File: src/rtl/sclm_pkg.sv
// ----------------------------------------------------------------------------
// sclm_pkg
// Shared types and constants for the serial command line matcher.
// ----------------------------------------------------------------------------
package sclm_pkg;

    // Default parameter values
    localparam int BUF_LEN_DEF      = 32;
    localparam int NAME_LEN_DEF     = 8;
    localparam int MAX_COMMANDS_DEF = 7;

    // Fixed by the register map and field widths
    localparam int WORD_SLOTS  = 7;
    localparam int HEAD_BYTES  = 8;
    localparam int CFG_ADDR_W  = 6;
    localparam int CFG_DATA_W  = 64;
    localparam int QUEUE_DEPTH = 2;

    localparam logic [7:0] CHAR_NL    = 8'h0A;
    localparam logic [7:0] CHAR_SPACE = 8'h20;
    localparam logic [7:0] CHAR_TILDE = 8'h7E;

    // Register indexes (paddr[5:3])
    localparam logic [2:0] REG_COUNT = 3'd0;
    localparam logic [2:0] REG_WORD0 = 3'd1;

    typedef enum logic [1:0] {
        OUT_BLANK   = 2'd0,
        OUT_MATCH   = 2'd1,
        OUT_NOMATCH = 2'd2
    } outcome_t;

    // One finished line, handed from front to back
    typedef struct packed {
        logic        blank;
        logic [63:0] head_chars;
        logic [5:0]  head_length;
    } line_rec_t;

    // Configuration seen by the back end
    typedef struct packed {
        logic [2:0]                  count;
        logic [WORD_SLOTS-1:0][63:0] words;
    } cfg_t;

endpackage

File: src/rtl/sclm_regs.sv
// ----------------------------------------------------------------------------
// sclm_regs
// APB register file: command count and command words.
// ----------------------------------------------------------------------------
module sclm_regs
    import sclm_pkg::*;
(
    input  logic                  clk,
    input  logic                  rst_n,
    input  logic                  psel,
    input  logic                  penable,
    input  logic                  pwrite,
    input  logic [CFG_ADDR_W-1:0] paddr,
    input  logic [CFG_DATA_W-1:0] pwdata,
    output logic [CFG_DATA_W-1:0] prdata,
    output logic                  pready,
    output cfg_t                  cfg
);

    logic [2:0]                  count_reg;
    logic [WORD_SLOTS-1:0][63:0] words_reg;
    logic [2:0]                  reg_idx;
    logic [2:0]                  word_idx;
    logic                        wr_en;

    assign pready   = 1'b1;
    assign reg_idx  = paddr[5:3];
    assign word_idx = reg_idx - REG_WORD0;
    assign wr_en    = psel && penable && pwrite && pready;

    always_ff @(posedge clk or negedge rst_n)
    begin
        if (!rst_n)
        begin
            count_reg <= '0;
            words_reg <= '0;
        end
        else if (wr_en)
        begin
            unique case (reg_idx)
                REG_COUNT:
                begin
                    count_reg <= pwdata[2:0];
                end
                default:
                begin
                    words_reg[word_idx] <= pwdata;
                end
            endcase
        end
    end

    always_comb
    begin
        unique case (reg_idx)
            REG_COUNT:
            begin
                prdata = {{(CFG_DATA_W-3){1'b0}}, count_reg};
            end
            default:
            begin
                prdata = words_reg[word_idx];
            end
        endcase
    end

    assign cfg.count = count_reg;
    assign cfg.words = words_reg;

endmodule

File: src/rtl/sclm_front.sv
// ----------------------------------------------------------------------------
// sclm_front
// Line tracker: classifies each byte and follows the first token.
// ----------------------------------------------------------------------------
module sclm_front
    import sclm_pkg::*;
#(
    parameter int BUF_LEN = BUF_LEN_DEF
)
(
    input  logic      clk,
    input  logic      rst_n,
    input  logic      in_valid,
    input  logic      in_ready,
    input  logic [7:0] in_byte,
    output logic      push,
    output line_rec_t push_rec
);

    typedef enum logic [2:0] {
        PH_BEFORE = 3'b001,
        PH_INSIDE = 3'b010,
        PH_AFTER  = 3'b100
    } phase_t;

    phase_t      phase_reg,  phase_next;
    logic [5:0]  held_reg,   held_next;
    logic [63:0] chars_reg,  chars_next;
    logic [5:0]  len_reg,    len_next;
    logic        accept;
    logic        is_nl;
    logic        printable;
    logic        take_char;

    assign accept    = in_valid && in_ready;
    assign is_nl     = (in_byte == CHAR_NL);
    assign printable = (in_byte >= CHAR_SPACE) && (in_byte <= CHAR_TILDE);

    assign push                 = accept && is_nl;
    assign push_rec.blank       = (phase_reg == PH_BEFORE);
    assign push_rec.head_chars  = chars_reg;
    assign push_rec.head_length = len_reg;

    always_comb
    begin
        phase_next = phase_reg;
        held_next  = held_reg;
        chars_next = chars_reg;
        len_next   = len_reg;
        take_char  = 1'b0;
        if (accept && is_nl)
        begin
            phase_next = PH_BEFORE;
            held_next  = '0;
            chars_next = '0;
            len_next   = '0;
        end
        else if (accept && printable && (held_reg < 6'(BUF_LEN)))
        begin
            held_next = held_reg + 6'd1;
            unique case (phase_reg)
                PH_BEFORE:
                begin
                    if (in_byte != CHAR_SPACE)
                    begin
                        phase_next = PH_INSIDE;
                        take_char  = 1'b1;
                    end
                end
                PH_INSIDE:
                begin
                    if (in_byte == CHAR_SPACE)
                    begin
                        phase_next = PH_AFTER;
                    end
                    else
                    begin
                        take_char = 1'b1;
                    end
                end
                PH_AFTER:
                begin
                    phase_next = PH_AFTER;
                end
                default:
                begin
                    phase_next = PH_BEFORE;
                end
            endcase
            if (take_char)
            begin
                len_next = len_reg + 6'd1;
                for (int k = 0; k < HEAD_BYTES; k++)
                begin
                    if (len_reg == 6'(k))
                    begin
                        chars_next[8*k +: 8] = in_byte;
                    end
                end
            end
        end
    end

    always_ff @(posedge clk or negedge rst_n)
    begin
        if (!rst_n)
        begin
            phase_reg <= PH_BEFORE;
            held_reg  <= '0;
            chars_reg <= '0;
            len_reg   <= '0;
        end
        else
        begin
            phase_reg <= phase_next;
            held_reg  <= held_next;
            chars_reg <= chars_next;
            len_reg   <= len_next;
        end
    end

endmodule

File: src/rtl/sclm_queue.sv
// ----------------------------------------------------------------------------
// sclm_queue
// Short FIFO of finished lines between front and back.
// ----------------------------------------------------------------------------
module sclm_queue
    import sclm_pkg::*;
(
    input  logic      clk,
    input  logic      rst_n,
    input  logic      push,
    input  line_rec_t push_rec,
    input  logic      pop,
    output logic      full,
    output logic      not_empty,
    output line_rec_t head_rec
);

    localparam int PTR_W = $clog2(QUEUE_DEPTH);
    localparam int CNT_W = $clog2(QUEUE_DEPTH + 1);

    line_rec_t              mem_reg [QUEUE_DEPTH];
    logic [PTR_W-1:0]       wr_ptr_reg;
    logic [PTR_W-1:0]       rd_ptr_reg;
    logic [CNT_W-1:0]       cnt_reg;
    logic                   do_push;
    logic                   do_pop;

    assign full      = (cnt_reg == CNT_W'(QUEUE_DEPTH));
    assign not_empty = (cnt_reg != '0);
    assign head_rec  = mem_reg[rd_ptr_reg];
    assign do_push   = push && !full;
    assign do_pop    = pop && not_empty;

    always_ff @(posedge clk)
    begin
        if (do_push)
        begin
            mem_reg[wr_ptr_reg] <= push_rec;
        end
    end

    always_ff @(posedge clk or negedge rst_n)
    begin
        if (!rst_n)
        begin
            wr_ptr_reg <= '0;
            rd_ptr_reg <= '0;
            cnt_reg    <= '0;
        end
        else
        begin
            if (do_push)
            begin
                wr_ptr_reg <= (wr_ptr_reg == PTR_W'(QUEUE_DEPTH - 1)) ? '0
                                                                        : wr_ptr_reg + 1'b1;
            end
            if (do_pop)
            begin
                rd_ptr_reg <= (rd_ptr_reg == PTR_W'(QUEUE_DEPTH - 1)) ? '0
                                                                        : rd_ptr_reg + 1'b1;
            end
            if (do_push && !do_pop)
            begin
                cnt_reg <= cnt_reg + 1'b1;
            end
            else if (do_pop && !do_push)
            begin
                cnt_reg <= cnt_reg - 1'b1;
            end
        end
    end

endmodule

File: src/rtl/sclm_back.sv
// ----------------------------------------------------------------------------
// sclm_back
// Compares a finished line against the command words; output register.
// ----------------------------------------------------------------------------
module sclm_back
    import sclm_pkg::*;
#(
    parameter int NAME_LEN     = NAME_LEN_DEF,
    parameter int MAX_COMMANDS = MAX_COMMANDS_DEF
)
(
    input  logic      clk,
    input  logic      rst_n,
    input  cfg_t      cfg,
    input  logic      rec_valid,
    input  line_rec_t rec,
    output logic      pop,
    output logic      out_valid,
    input  logic      out_ready,
    output outcome_t  outcome,
    output logic [2:0]  match_index,
    output logic [63:0] token_head,
    output logic [5:0]  token_length
);

    // Byte-wise compare, ends equal at the first NUL in the token
    function automatic logic word_match(input logic [63:0] head, input logic [63:0] word);
        logic ok;
        logic done;
        ok   = 1'b1;
        done = 1'b0;
        for (int k = 0; k < HEAD_BYTES; k++)
        begin
            if ((k < NAME_LEN) && !done)
            begin
                if (head[8*k +: 8] != word[8*k +: 8])
                begin
                    ok   = 1'b0;
                    done = 1'b1;
                end
                else if (head[8*k +: 8] == 8'h00)
                begin
                    done = 1'b1;
                end
            end
        end
        return ok;
    endfunction

    logic        valid_reg;
    outcome_t    outcome_reg;
    logic [2:0]  index_reg;
    logic [63:0] head_reg;
    logic [5:0]  len_reg;

    logic [2:0]  limit;
    logic        found;
    logic [2:0]  found_idx;

    assign pop = rec_valid && (!valid_reg || out_ready);

    always_comb
    begin
        limit = (cfg.count > 3'(MAX_COMMANDS)) ? 3'(MAX_COMMANDS) : cfg.count;
        found     = 1'b0;
        found_idx = '0;
        // walk down so the lowest index wins
        for (int i = WORD_SLOTS - 1; i >= 0; i--)
        begin
            if ((3'(i) < limit) && word_match(rec.head_chars, cfg.words[i]))
            begin
                found     = 1'b1;
                found_idx = 3'(i);
            end
        end
    end

    always_ff @(posedge clk or negedge rst_n)
    begin
        if (!rst_n)
        begin
            valid_reg <= 1'b0;
        end
        else if (pop)
        begin
            valid_reg <= 1'b1;
        end
        else if (out_ready)
        begin
            valid_reg <= 1'b0;
        end
    end

    always_ff @(posedge clk)
    begin
        if (pop)
        begin
            if (rec.blank)
            begin
                outcome_reg <= OUT_BLANK;
                index_reg   <= '0;
                head_reg    <= '0;
                len_reg     <= '0;
            end
            else
            begin
                outcome_reg <= found ? OUT_MATCH : OUT_NOMATCH;
                index_reg   <= found ? found_idx : 3'd0;
                head_reg    <= rec.head_chars;
                len_reg     <= rec.head_length;
            end
        end
    end

    assign out_valid    = valid_reg;
    assign outcome      = outcome_reg;
    assign match_index  = index_reg;
    assign token_head   = head_reg;
    assign token_length = len_reg;

endmodule

File: src/rtl/serial_command_line_matcher.sv
// ----------------------------------------------------------------------------
// serial_command_line_matcher
// Collects received bytes into a line and matches its first token against
// up to seven configured command words.
// ----------------------------------------------------------------------------
// Usage:
//   s_axis carries one received byte per item. Printable bytes build the
//   line (at most BUF_LEN held, the rest dropped); other bytes are ignored.
//   A newline byte closes the line and yields one result item on m_axis:
//   tuser = outcome (blank / matched / unmatched), tdata = match index,
//   first eight token characters and token length. No other byte yields
//   a result.
//   Throughput: one byte per cycle while the line queue is not full. The
//   line tracker finishes a line in the cycle its newline is taken; the
//   compare of all command words is combinational in the back end.
//   Path: a result is registered in the line queue, then in the output
//   register, before it is offered on m_axis.
//   Stall: a stalled m_axis holds the result; finished lines wait in a
//   two-entry queue, and s_axis_tready drops only while that queue is full.
//   Reset: clears the line, queue, output valid and all config registers (no commands).
//   Config: APB, 64-bit data, register i at byte address 8*i; write only
//   while no line is in flight.
// ----------------------------------------------------------------------------
module serial_command_line_matcher
    import sclm_pkg::*;
#(
    parameter int BUF_LEN      = BUF_LEN_DEF,
    parameter int NAME_LEN     = NAME_LEN_DEF,
    parameter int MAX_COMMANDS = MAX_COMMANDS_DEF
)
(
    input  logic                  clk,
    input  logic                  rst_n,
    // APB configuration port
    input  logic                  psel,
    input  logic                  penable,
    input  logic                  pwrite,
    input  logic [CFG_ADDR_W-1:0] paddr,
    input  logic [CFG_DATA_W-1:0] pwdata,
    output logic [CFG_DATA_W-1:0] prdata,
    output logic                  pready,
    // byte input
    input  logic                  s_axis_tvalid,
    output logic                  s_axis_tready,
    input  logic [7:0]            s_axis_tdata,   // [7:0] rx_byte
    // result output
    output logic                  m_axis_tvalid,
    input  logic                  m_axis_tready,
    output logic [79:0]           m_axis_tdata,   // [2:0] match_index,
                                                  // [66:3] token_head,
                                                  // [72:67] token_length,
                                                  // [79:73] zero
    output logic [1:0]            m_axis_tuser    // [1:0] outcome
);

    cfg_t        cfg;
    logic        push;
    line_rec_t   push_rec;
    logic        q_full;
    logic        q_valid;
    line_rec_t   q_rec;
    logic        pop;
    outcome_t    outcome;
    logic [2:0]  match_index;
    logic [63:0] token_head;
    logic [5:0]  token_length;

    // only a newline needs queue space, but stall all bytes to keep order
    assign s_axis_tready = !q_full;

    sclm_regs u_regs (
        .clk     (clk),
        .rst_n   (rst_n),
        .psel    (psel),
        .penable (penable),
        .pwrite  (pwrite),
        .paddr   (paddr),
        .pwdata  (pwdata),
        .prdata  (prdata),
        .pready  (pready),
        .cfg     (cfg)
    );

    sclm_front #(
        .BUF_LEN (BUF_LEN)
    ) u_front (
        .clk      (clk),
        .rst_n    (rst_n),
        .in_valid (s_axis_tvalid),
        .in_ready (s_axis_tready),
        .in_byte  (s_axis_tdata),
        .push     (push),
        .push_rec (push_rec)
    );

    sclm_queue u_queue (
        .clk       (clk),
        .rst_n     (rst_n),
        .push      (push),
        .push_rec  (push_rec),
        .pop       (pop),
        .full      (q_full),
        .not_empty (q_valid),
        .head_rec  (q_rec)
    );

    sclm_back #(
        .NAME_LEN     (NAME_LEN),
        .MAX_COMMANDS (MAX_COMMANDS)
    ) u_back (
        .clk          (clk),
        .rst_n        (rst_n),
        .cfg          (cfg),
        .rec_valid    (q_valid),
        .rec          (q_rec),
        .pop          (pop),
        .out_valid    (m_axis_tvalid),
        .out_ready    (m_axis_tready),
        .outcome      (outcome),
        .match_index  (match_index),
        .token_head   (token_head),
        .token_length (token_length)
    );

    assign m_axis_tdata = {7'd0, token_length, token_head, match_index};
    assign m_axis_tuser = outcome;

endmodule
File: config.mk
export PLATFORM = sky130hd
export DESIGN_NAME = serial_command_line_matcher
export DESIGN_NICKNAME = d
export VERILOG_FILES = /design/src/rtl/sclm_pkg.sv /design/src/rtl/sclm_regs.sv /design/src/rtl/sclm_front.sv /design/src/rtl/sclm_queue.sv /design/src/rtl/sclm_back.sv /design/src/rtl/serial_command_line_matcher.sv
export SDC_FILE = /design/constraint.sdc
export NUM_CORES = 1
export LEC_CHECK = 0
export BUFFER_PORTS_ARGS = -buffer_cell sky130_fd_sc_hd__buf_2
export CORE_UTILIZATION = 38
export DETAILED_ROUTE_END_ITERATION = 10
export HOLD_SLACK_MARGIN = 0.1
export RECOVER_POWER = 25
export SLEW_MARGIN = 20
export SYNTH_ARGS = -nofsm -noshare
export SYNTH_HDL_FRONTEND = slang
export SYNTH_SLANG_ARGS = --single-unit
File: constraint.sdc
create_clock -name clk -period 6.4 [get_ports clk]
set_clock_uncertainty 0.1 [all_clocks]
set_input_delay 0.64 -clock clk [delete_from_list [all_inputs] [get_ports clk]]
set_output_delay 0.64 -clock clk [all_outputs]
set_load 0.02 [all_outputs]
==> results of run 1 <==
-- synthesized netlist by cell type (9+ instances only) --
library cell	instances	share of area, %
sky130_fd_sc_hd__nor3_1	14	0.19
sky130_fd_sc_hd__o21ai_0	155	2.1
sky130_fd_sc_hd__nand3b_1	62	1.2
sky130_fd_sc_hd__mux2i_2	42	1.5
sky130_fd_sc_hd__mux2_2	475	14
sky130_fd_sc_hd__nand3_1	85	1.1
sky130_fd_sc_hd__buf_4	9	0.18
sky130_fd_sc_hd__nand2_1	85	0.84
sky130_fd_sc_hd__mux2i_4	20	1.2
sky130_fd_sc_hd__a21oi_1	37	0.49
sky130_fd_sc_hd__clkbuf_1	136	1.4
sky130_fd_sc_hd__nand4_1	23	0.38
sky130_fd_sc_hd__nor4_1	110	1.8
sky130_fd_sc_hd__mux2i_1	142	3.8
sky130_fd_sc_hd__edfxtp_1	217	17
sky130_fd_sc_hd__xor2_1	71	1.6
sky130_fd_sc_hd__buf_1	12	0.12
sky130_fd_sc_hd__inv_1	13	0.13
sky130_fd_sc_hd__dfrtp_1	534	35
sky130_fd_sc_hd__nor2_1	185	1.8
sky130_fd_sc_hd__xnor2_1	391	9.1
sky130_fd_sc_hd__or4_1	11	0.22
sky130_fd_sc_hd__a222oi_1	61	1.6
-- power by group through the flow --
stage	clock, mW	combinational, mW	sequential, mW
6_report	4.87	4.99	7.19
3_3_place_gp	0	5.01	7.22
2_1_floorplan	0	3.50	7.16
4_1_cts	4.97	5.08	7.18
3_5_place_dp	0	5.05	7.25
5_1_grt	5.16	5.38	7.33
-- cell usage in the layout (no fill, tap or decap), types with 13 or more instances in the layout --
cell,instances
sky130_fd_sc_hd__a21oi_1,37
sky130_fd_sc_hd__a222oi_1,61
sky130_fd_sc_hd__buf_2,145
sky130_fd_sc_hd__buf_4,45
sky130_fd_sc_hd__clkbuf_1,100
sky130_fd_sc_hd__clkbuf_16,83
sky130_fd_sc_hd__clkinv_2,13
sky130_fd_sc_hd__dfrtp_1,533
sky130_fd_sc_hd__edfxtp_1,217
sky130_fd_sc_hd__mux2_2,474
sky130_fd_sc_hd__mux2i_1,142
sky130_fd_sc_hd__mux2i_2,42
sky130_fd_sc_hd__mux2i_4,20
sky130_fd_sc_hd__nand2_1,82
sky130_fd_sc_hd__nand3_1,85
sky130_fd_sc_hd__nand3b_1,62
sky130_fd_sc_hd__nand4_1,23
sky130_fd_sc_hd__nor2_1,180
sky130_fd_sc_hd__nor3_1,13
sky130_fd_sc_hd__nor4_1,110
sky130_fd_sc_hd__o21ai_0,155
sky130_fd_sc_hd__xnor2_1,390
sky130_fd_sc_hd__xor2_1,70
-- metrics by stage --
stage	setup slack (ns)	area (um^2)	total power [mW]	utilization, %
floorplan	0.708	37800	10.7	-
global placement	1.53	40500	12.2	41.2
detailed placement	1.50	40600	12.3	41.2
CTS	1.46	43300	17.2	44.0
global route	0.712	43200	17.9	43.9
finish	1.50	43200	17.0	43.9
-- logic make-up (layout without fill, tap and decap cells) --
logic type	count (synthesis)	count (layout)
AO/OA/AOI/OAI	300	300
multiplexers	683	683
adder cells (fa/ha/maj)	8	8
AND/OR/NAND/NOR	611	611
other	2	11
flip-flops	752	752
buffers and inverters	180	448
XOR/XNOR	462	462
-- how the worst max path moves through the flow --
stage	from	to	slack, ns	cells past startpoint
detailed placement	u_queue.rd_ptr_reg	u_back.match_index[2]	1.50	10
finish	u_queue.rd_ptr_reg	u_back.outcome[0]	1.50	10
global placement	u_queue.rd_ptr_reg	u_back.match_index[2]	1.53	10
floorplan	s_axis_tdata[2]	u_queue.mem_reg[0][0]	0.71	7
CTS	u_queue.rd_ptr_reg	u_back.match_index[2]	1.46	10
global route	rst_n	u_regs.cfg[343]	0.71	3
-- area by class of cell --
cell class	instances	area (um^2)	area share, %
clock inverter	39	504	1.17
tap	1287	1610	3.72
clock buffer	112	2250	5.19
inverter	14	53.8	0.124
antenna	3	7.51	0.0174
timing repair buffer	283	1640	3.79
sequential	752	19900	46.0
multi-input combinational	2072	17300	39.9
-- tightest hold or removal path, cell delays in order --
cell and delay [ns]:
sky130_fd_sc_hd__buf_2 0.08, sky130_fd_sc_hd__nand2b_1 0.11, sky130_fd_sc_hd__nand2_1 0.05
-- layer usage --
metal | wire (um) | up-vias | share of wire, % | track usage (%)
li1 | - | 11400 | - | -
met1 | 49200 | 12800 | 45 | 29.7
met2 | 51500 | 666 | 47 | 34.4
met3 | 5760 | 174 | 5.3 | 3.58
met4 | 3210 | 10 | 2.9 | 7.37
met5 | 69 | - | 0.063 | 0
-- what timing repair did --
action,CTS,global route
hold buffers,1,0
endpoints found under the setup margin,0,0
hold endpoints to repair,82,0
==> results.py, run 1 <==
metrics = {
    "run_status": {
        "run_status": "finished with violations",
        "failed_checks": "capacitance limit, slew limit",
    },
    "worst_setup_path": {
        "criticalPathCategory": "register to register",
        "r2r-end": "u_back.outcome[0]",
        "path_buf_inv": 1,
        "slowest_delay_ns": 1.04,
        "worst-r2r-cell-count": 10,
        "worstPathRequired_ns": 6.71,
        "reg2reg_from": "u_queue.rd_ptr_reg",
        "timing.critical_path.cells": "buf_4 -> mux2i_4 -> xnor2_1 -> nor4_1 -> nand2_1 -> or4_1 -> a311oi_1 -> o22ai_1 -> a21o_1 -> o31a_1",
        "cp-end-kind": "register",
        "worst-endpoint-arrival_ns": 5.22,
        "setup.reg_to_reg.worst_slack_ns": 1.50,
        "critical_path.max_fanout": 45,
        "critPathLaunchType": "register",
        "timing.critical_path.slowest_stage_cell": "sky130_fd_sc_hd__dfrtp_4",
        "cpLargestDelayFamily": "simple AND/OR/NAND/NOR gates",
    },
    "flow_run": {
        "cap_viol_max_count": 2,
    },
    "logic_synthesis": {
        "synthesis.area_per_instance_um2": 12.6,
        "synthesis.instances": 2998,
        "ys_async_sr_fraction_pct": 71.1,
        "register_bit_total_from_synthesis": 752,
        "synth.yosys.warnings": 0,
        "synth_adder_area_share_pct": 0.265,
        "synth_top_family_by_area": "multiplexers",
        "synth_sequential_area_ratio_pct": 52.6,
        "yosys.area_share.simple_pct": 8.30,
        "synth-edff-count": 217,
        "synth_compound_area_share_pct": 5.17,
        "synth_mux_area_share_pct": 20.8,
        "ys_types": 62,
        "post_synth_instance_area_mm2": 0.0378,
        "synth_flop_cell": "sky130_fd_sc_hd__dfrtp_1",
        "synthXorXnorAreaFrac_pct": 10.7,
    },
    "power": {
        "clockPowerShare_pct": 28.6,
        "power.internal_mw": 11.3,
        "power.net_switching_mw": 5.79,
        "power.combinational.fraction_pct": 29.3,
        "power.switching_fraction_pct": 34.0,
        "powerDensity_mw_per_mm2": 394,
        "seqPwrFrac_pct": 42.2,
        "power.leakage_nw": 17.5,
        "vdd_drop_max_uv": 232,
    },
    "global_routing": {
        "grt_antenna_before_repair": 13,
        "globalRouteTotalUtil_pct": 21.5,
        "global_route_wire_length_before_repair_um": 165000,
        "first_global_vias": 25200,
        "grt.overflow.total": 0,
        "grt_start_max_net_pins": 167,
    },
    "die": {
        "fp.dieH_um": 317,
        "start_util_pct": 38.4,
        "pin_count": 234,
        "die_area_mm2": 0.101,
        "num_rows": 115,
        "chipWidth_um": 317,
        "floorplan.core_area_mm2": 0.0984,
    },
    "placed_design": {
        "numPortBuffers": 222,
        "dp.cells": 4407,
        "gpl.final_weighted_congestion": 0.889,
        "hpwlAfterDp_um": 74700,
    },
    "detailed_routing": {
        "detail_route.first_pass.iterations": 8,
        "drt-initial-drc-count": 2184,
        "via_per_inst": 5.48,
        "drt-total-wl_um": 110000,
        "drc": 0,
        "ant_nets": 0,
        "dr_total_vias": 25000,
        "detail_route.wl_per_cell_um": 24.0,
    },
    "finish": {
        "final.fill_count": 9274,
        "final_layout_size_suffix_gt1_share_pct": 27.1,
        "flow.area_growth_from_synthesis_pct": 14.3,
        "finish.net_count": 3298,
        "number_of_flip_flops_under_the_largest_register_name": 448,
        "final_cells": 4562,
    },
    "sta": {
        "maximum_clock_frequency_ghz": 0.204,
        "finalSetupViolations": 0,
        "finalMaxSlewViolations": 110,
        "setup_tns_ns": 0,
        "max-slew-margin-rel_pct": -139,
        "timing_worst_slew_pin_value_ns": 3.58,
        "hold-worst-slack_ns": 0.158,
        "grt_setup_unrepaired": "false",
        "post-route-period-util_pct": 76.6,
        "hold_viol": 0,
        "final.min_clock_period_ns": 4.90,
    },
    "clock_network": {
        "post_cts_resize_count": 0,
        "tritoncts": "done",
        "clock-sinks": 752,
        "cts_made_buffers": 82,
        "post-cts-setup-buffer-count": 0,
        "cts_htree_levels": 3,
        "worst_skew_pair.late_latency_ns": 0.66,
        "clock_buffer_depth": 3,
        "cts.clk_slew.worst_paths_ns": 0.06,
        "cts.root.buffer_cell": "sky130_fd_sc_hd__clkbuf_16",
    },
    "hold_path": {
        "hp-start": "m_axis_tready",
        "worst_hold_path_type": "input port to register",
        "worst_hold_path.num_cells": 3,
        "whs_endpoint": "u_back.out_valid",
    },
}
Power figures use the tool's default switching activity.
==> run 2, diff against run 1 <==
--- a/config.mk
+++ b/config.mk
@@ -5,6 +5,7 @@
 export SDC_FILE = /design/constraint.sdc
 export NUM_CORES = 1
 export LEC_CHECK = 0
+export ABC_AREA = 1
 export BUFFER_PORTS_ARGS = -buffer_cell sky130_fd_sc_hd__buf_2
 export CORE_UTILIZATION = 38
 export DETAILED_ROUTE_END_ITERATION = 10
==> constraint.sdc (replaced) <==
create_clock -name clk -period 4.1 [get_ports clk]
set_clock_uncertainty 0.1 [all_clocks]
set_input_delay 0.41 -clock clk [delete_from_list [all_inputs] [get_ports clk]]
set_output_delay 0.41 -clock clk [all_outputs]
set_load 0.02 [all_outputs]
==> results.py, run 2 <==
metrics = {
    "run_status": {
        "run_status": "finished with violations",
        "failed_checks": "capacitance limit, slew limit",
    },
    "detailed_routing": {
        "dr_total_vias": 30200,
        "drc": 0,
        "detail_route.first_pass.iterations": 8,
        "detail_route.wl_per_cell_um": 20.6,
        "ant_nets": 0,
        "drt-total-wl_um": 120000,
        "via_per_inst": 5.20,
        "drt-initial-drc-count": 3078,
    },
    "logic_synthesis": {
        "post_synth_main_area_contributors": "sky130_fd_sc_hd__dfrtp_1, sky130_fd_sc_hd__edfxtp_1, sky130_fd_sc_hd__nand2_1",
        "ys_top_cells_by_count": "sky130_fd_sc_hd__nand2_1, sky130_fd_sc_hd__o21ai_0, sky130_fd_sc_hd__dfrtp_1",
        "synth.yosys.warnings": 0,
        "synthesis.area_per_instance_um2": 8.87,
        "ys_types": 51,
        "synth_flop_cell": "sky130_fd_sc_hd__dfrtp_1",
        "post_synth_instance_area_mm2": 0.0371,
        "synth-edff-count": 217,
        "register_bit_total_from_synthesis": 752,
        "most_frequently_used_cell_type_in_the_post_synthesis_netlist": "sky130_fd_sc_hd__nand2_1",
        "ys_async_sr_fraction_pct": 71.1,
        "synth_sequential_area_ratio_pct": 53.7,
        "synth_top_area_share_pct": 36.0,
        "yosys.area.top_type": "sky130_fd_sc_hd__dfrtp_1",
        "synthesis.instances": 4181,
    },
    "worst_setup_path": {
        "worst-endpoint-arrival_ns": 3.27,
        "cp-end-kind": "output pin",
        "reg2reg_from": "u_queue.rd_ptr_reg",
        "setup.reg_to_reg.worst_slack_ns": 0.63,
        "r2r-end": "u_back.match_index[1]",
        "worst_setup_path_endpoint": "prdata[52]",
        "critical_path_start": "paddr[3]",
        "critical_path.max_fanout": 18,
        "worstPathRequired_ns": 3.59,
        "criticalPathCategory": "input port to output pin",
        "critPathLaunchType": "input port",
        "worst-r2r-cell-count": 23,
    },
    "power": {
        "report.power.total_mw": 27.0,
        "powerDensity_mw_per_mm2": 621,
        "power.leakage_nw": 20.0,
        "vdd_drop_max_uv": 1050,
    },
    "global_routing": {
        "global_route_wire_length_before_repair_um": 180000,
        "grt.overflow.total": 0,
        "globalRouteTotalUtil_pct": 24.1,
        "first_global_vias": 28600,
        "grt_antenna_before_repair": 6,
        "grt_start_max_net_pins": 100,
    },
    "sta": {
        "finalSetupViolations": 0,
        "grt_setup_unrepaired": "false",
        "hold-worst-slack_ns": 0.115,
        "setup_slack_ns": 0.321,
        "finalMaxSlewViolations": 76,
        "post-route-period-util_pct": 92.2,
        "timing_worst_slew_pin_value_ns": 2.35,
        "setup_tns_ns": 0,
        "hold_viol": 0,
        "maximum_clock_frequency_ghz": 0.265,
        "max-slew-margin-rel_pct": -56.9,
        "final.min_clock_period_ns": 3.78,
    },
    "die": {
        "floorplan.core_area_mm2": 0.0967,
        "fp.dieH_um": 314,
        "chipWidth_um": 314,
        "die_area_mm2": 0.0989,
        "pin_count": 234,
        "num_rows": 114,
        "start_util_pct": 38.4,
    },
    "clock_network": {
        "worst_skew_pair.late_latency_ns": 0.67,
        "post_cts_resize_count": 0,
        "clock-sinks": 752,
        "cts_htree_levels": 3,
        "post-cts-setup-buffer-count": 0,
        "cts.clk_slew.worst_paths_ns": 0.06,
        "cts_made_buffers": 85,
        "cts.root.buffer_cell": "sky130_fd_sc_hd__clkbuf_16",
        "clock_buffer_depth": 3,
        "tritoncts": "done",
    },
    "finish": {
        "final_cells": 5810,
        "finish.net_count": 4553,
        "final_common_cell": "sky130_fd_sc_hd__nand2_1",
        "final_layout_size_suffix_gt1_share_pct": 12.1,
        "flow.area_growth_from_synthesis_pct": 17.4,
        "layout.cells.most_common_list": "sky130_fd_sc_hd__nand2_1, sky130_fd_sc_hd__o21ai_0, sky130_fd_sc_hd__dfrtp_1, sky130_fd_sc_hd__inv_1, sky130_fd_sc_hd__xor2_1",
        "number_of_flip_flops_under_the_largest_register_name": 448,
        "final.fill_count": 9364,
    },
    "flow_run": {
        "cap_viol_max_count": 1,
    },
    "placed_design": {
        "hpwlAfterDp_um": 79000,
        "numPortBuffers": 222,
        "dp_slack_ns": 0.344,
        "gpl.final_weighted_congestion": 0.924,
        "dp.cells": 5585,
    },
    "hold_path": {
        "worst_hold_path_type": "input port to register",
    },
}
## run 2: changes by cell type in the layout (fill, tap and decap cells not counted), sizes merged, moves of 216 or more
cell | previous run | this run
inv | 14 | 361
nand2 | 85 | 1197
xor2 | 71 | 287
mux2 | 476 | 0
xnor2 | 391 | 78
o21ai | 155 | 594
## run 2: cells by family after synthesis
logic type                 Yosys count  share of synthesized area, %
and+or+nand+nor                   1665                          18.1
buffers and inverters              555                          6.00
muxes                                1                        0.0270
adders and majority gates            8                         0.270
AOI/OAI and AO/OA                  833                          13.3
DFF                                752                          53.7
other                                2                        0.0202
xor gates and xnor gates           365                          8.62
## run 2: routing by layer
| metal | track usage (%) | up-vias | wire length [um] |
|---|---|---|---|
| met5 | 0 | - | 17 |
| li1 | - | 14300 | - |
| met2 | 38.3 | 1166 | 54800 |
| met1 | 33.4 | 14600 | 52400 |
| met3 | 3.96 | 241 | 8530 |
| met4 | 8.15 | 2 | 3940 |
## run 2: final cells by class
type | count | area, um^2 | share of cell area [%]
Multi-Input combinational cell | 2880 | 15100 | 34.7
Inverter | 362 | 1360 | 3.12
Clock buffer | 120 | 2410 | 5.54
Timing Repair Buffer | 379 | 2740 | 6.30
Clock inverter | 40 | 440 | 1.01
Sequential cell | 752 | 19900 | 45.7
Antenna cell | 1 | 2.50 | 0.00575
Tap cell | 1276 | 1600 | 3.67
## run 2: through the flow
step | util [%] | instance area [um^2]
after detailed placement | 41.5 | 40100
after floorplan | - | 37100
after global placement | 41.5 | 40100
after CTS | 45.1 | 43600
final | 45.0 | 43600
after global routing | 45.0 | 43600
## run 2: repair_timing
action | in CTS | in global routing
hold endpoints to repair | 470 | 0
hold buffers | 64 | 0
setup endpoints to repair | 0 | 0
## run 2: worst min path at each step
| stage | cells past startpoint | to | slack (ns) | from |
|---|---|---|---|---|
| final | 3 | u_regs.cfg[0] | 0.11 | pwdata[0] |
| after global routing | 3 | u_regs.cfg[0] | 0.14 | pwdata[0] |
| after CTS | 3 | u_regs.cfg[372] | 0.10 | pwdata[52] |
| after detailed placement | 0 | u_queue.mem_reg[1][58] | 0.35 | u_front.chars_reg[52] |
| after global placement | 0 | u_queue.mem_reg[1][35] | 0.35 | u_front.chars_reg[29] |
| after floorplan | 0 | u_back.out_valid | 0.01 | rst_n |
## run 2: worst max-delay path: stages
cell                       delay (ns)
sky130_fd_sc_hd__buf_2           0.13
sky130_fd_sc_hd__inv_1           0.13
sky130_fd_sc_hd__ha_1            0.23
sky130_fd_sc_hd__or2_2           0.27
sky130_fd_sc_hd__nand2_1         0.16
sky130_fd_sc_hd__inv_1           0.11
sky130_fd_sc_hd__nor2_1          0.13
sky130_fd_sc_hd__nand2_1         0.09
sky130_fd_sc_hd__inv_2           0.38
sky130_fd_sc_hd__buf_12          0.27
sky130_fd_sc_hd__nand2_1         0.07
sky130_fd_sc_hd__nand3_1         0.08
sky130_fd_sc_hd__a221oi_1        0.05
sky130_fd_sc_hd__a31oi_1         0.45
sky130_fd_sc_hd__buf_2           0.27
## run 2: report_power, final
part	internal (mW)	switching [mW]	total, mW
sequential	9.34	1.12	10.5
combinational	2.97	5.82	8.79
clock	4.52	3.26	7.78
total	16.8	10.2	27.0
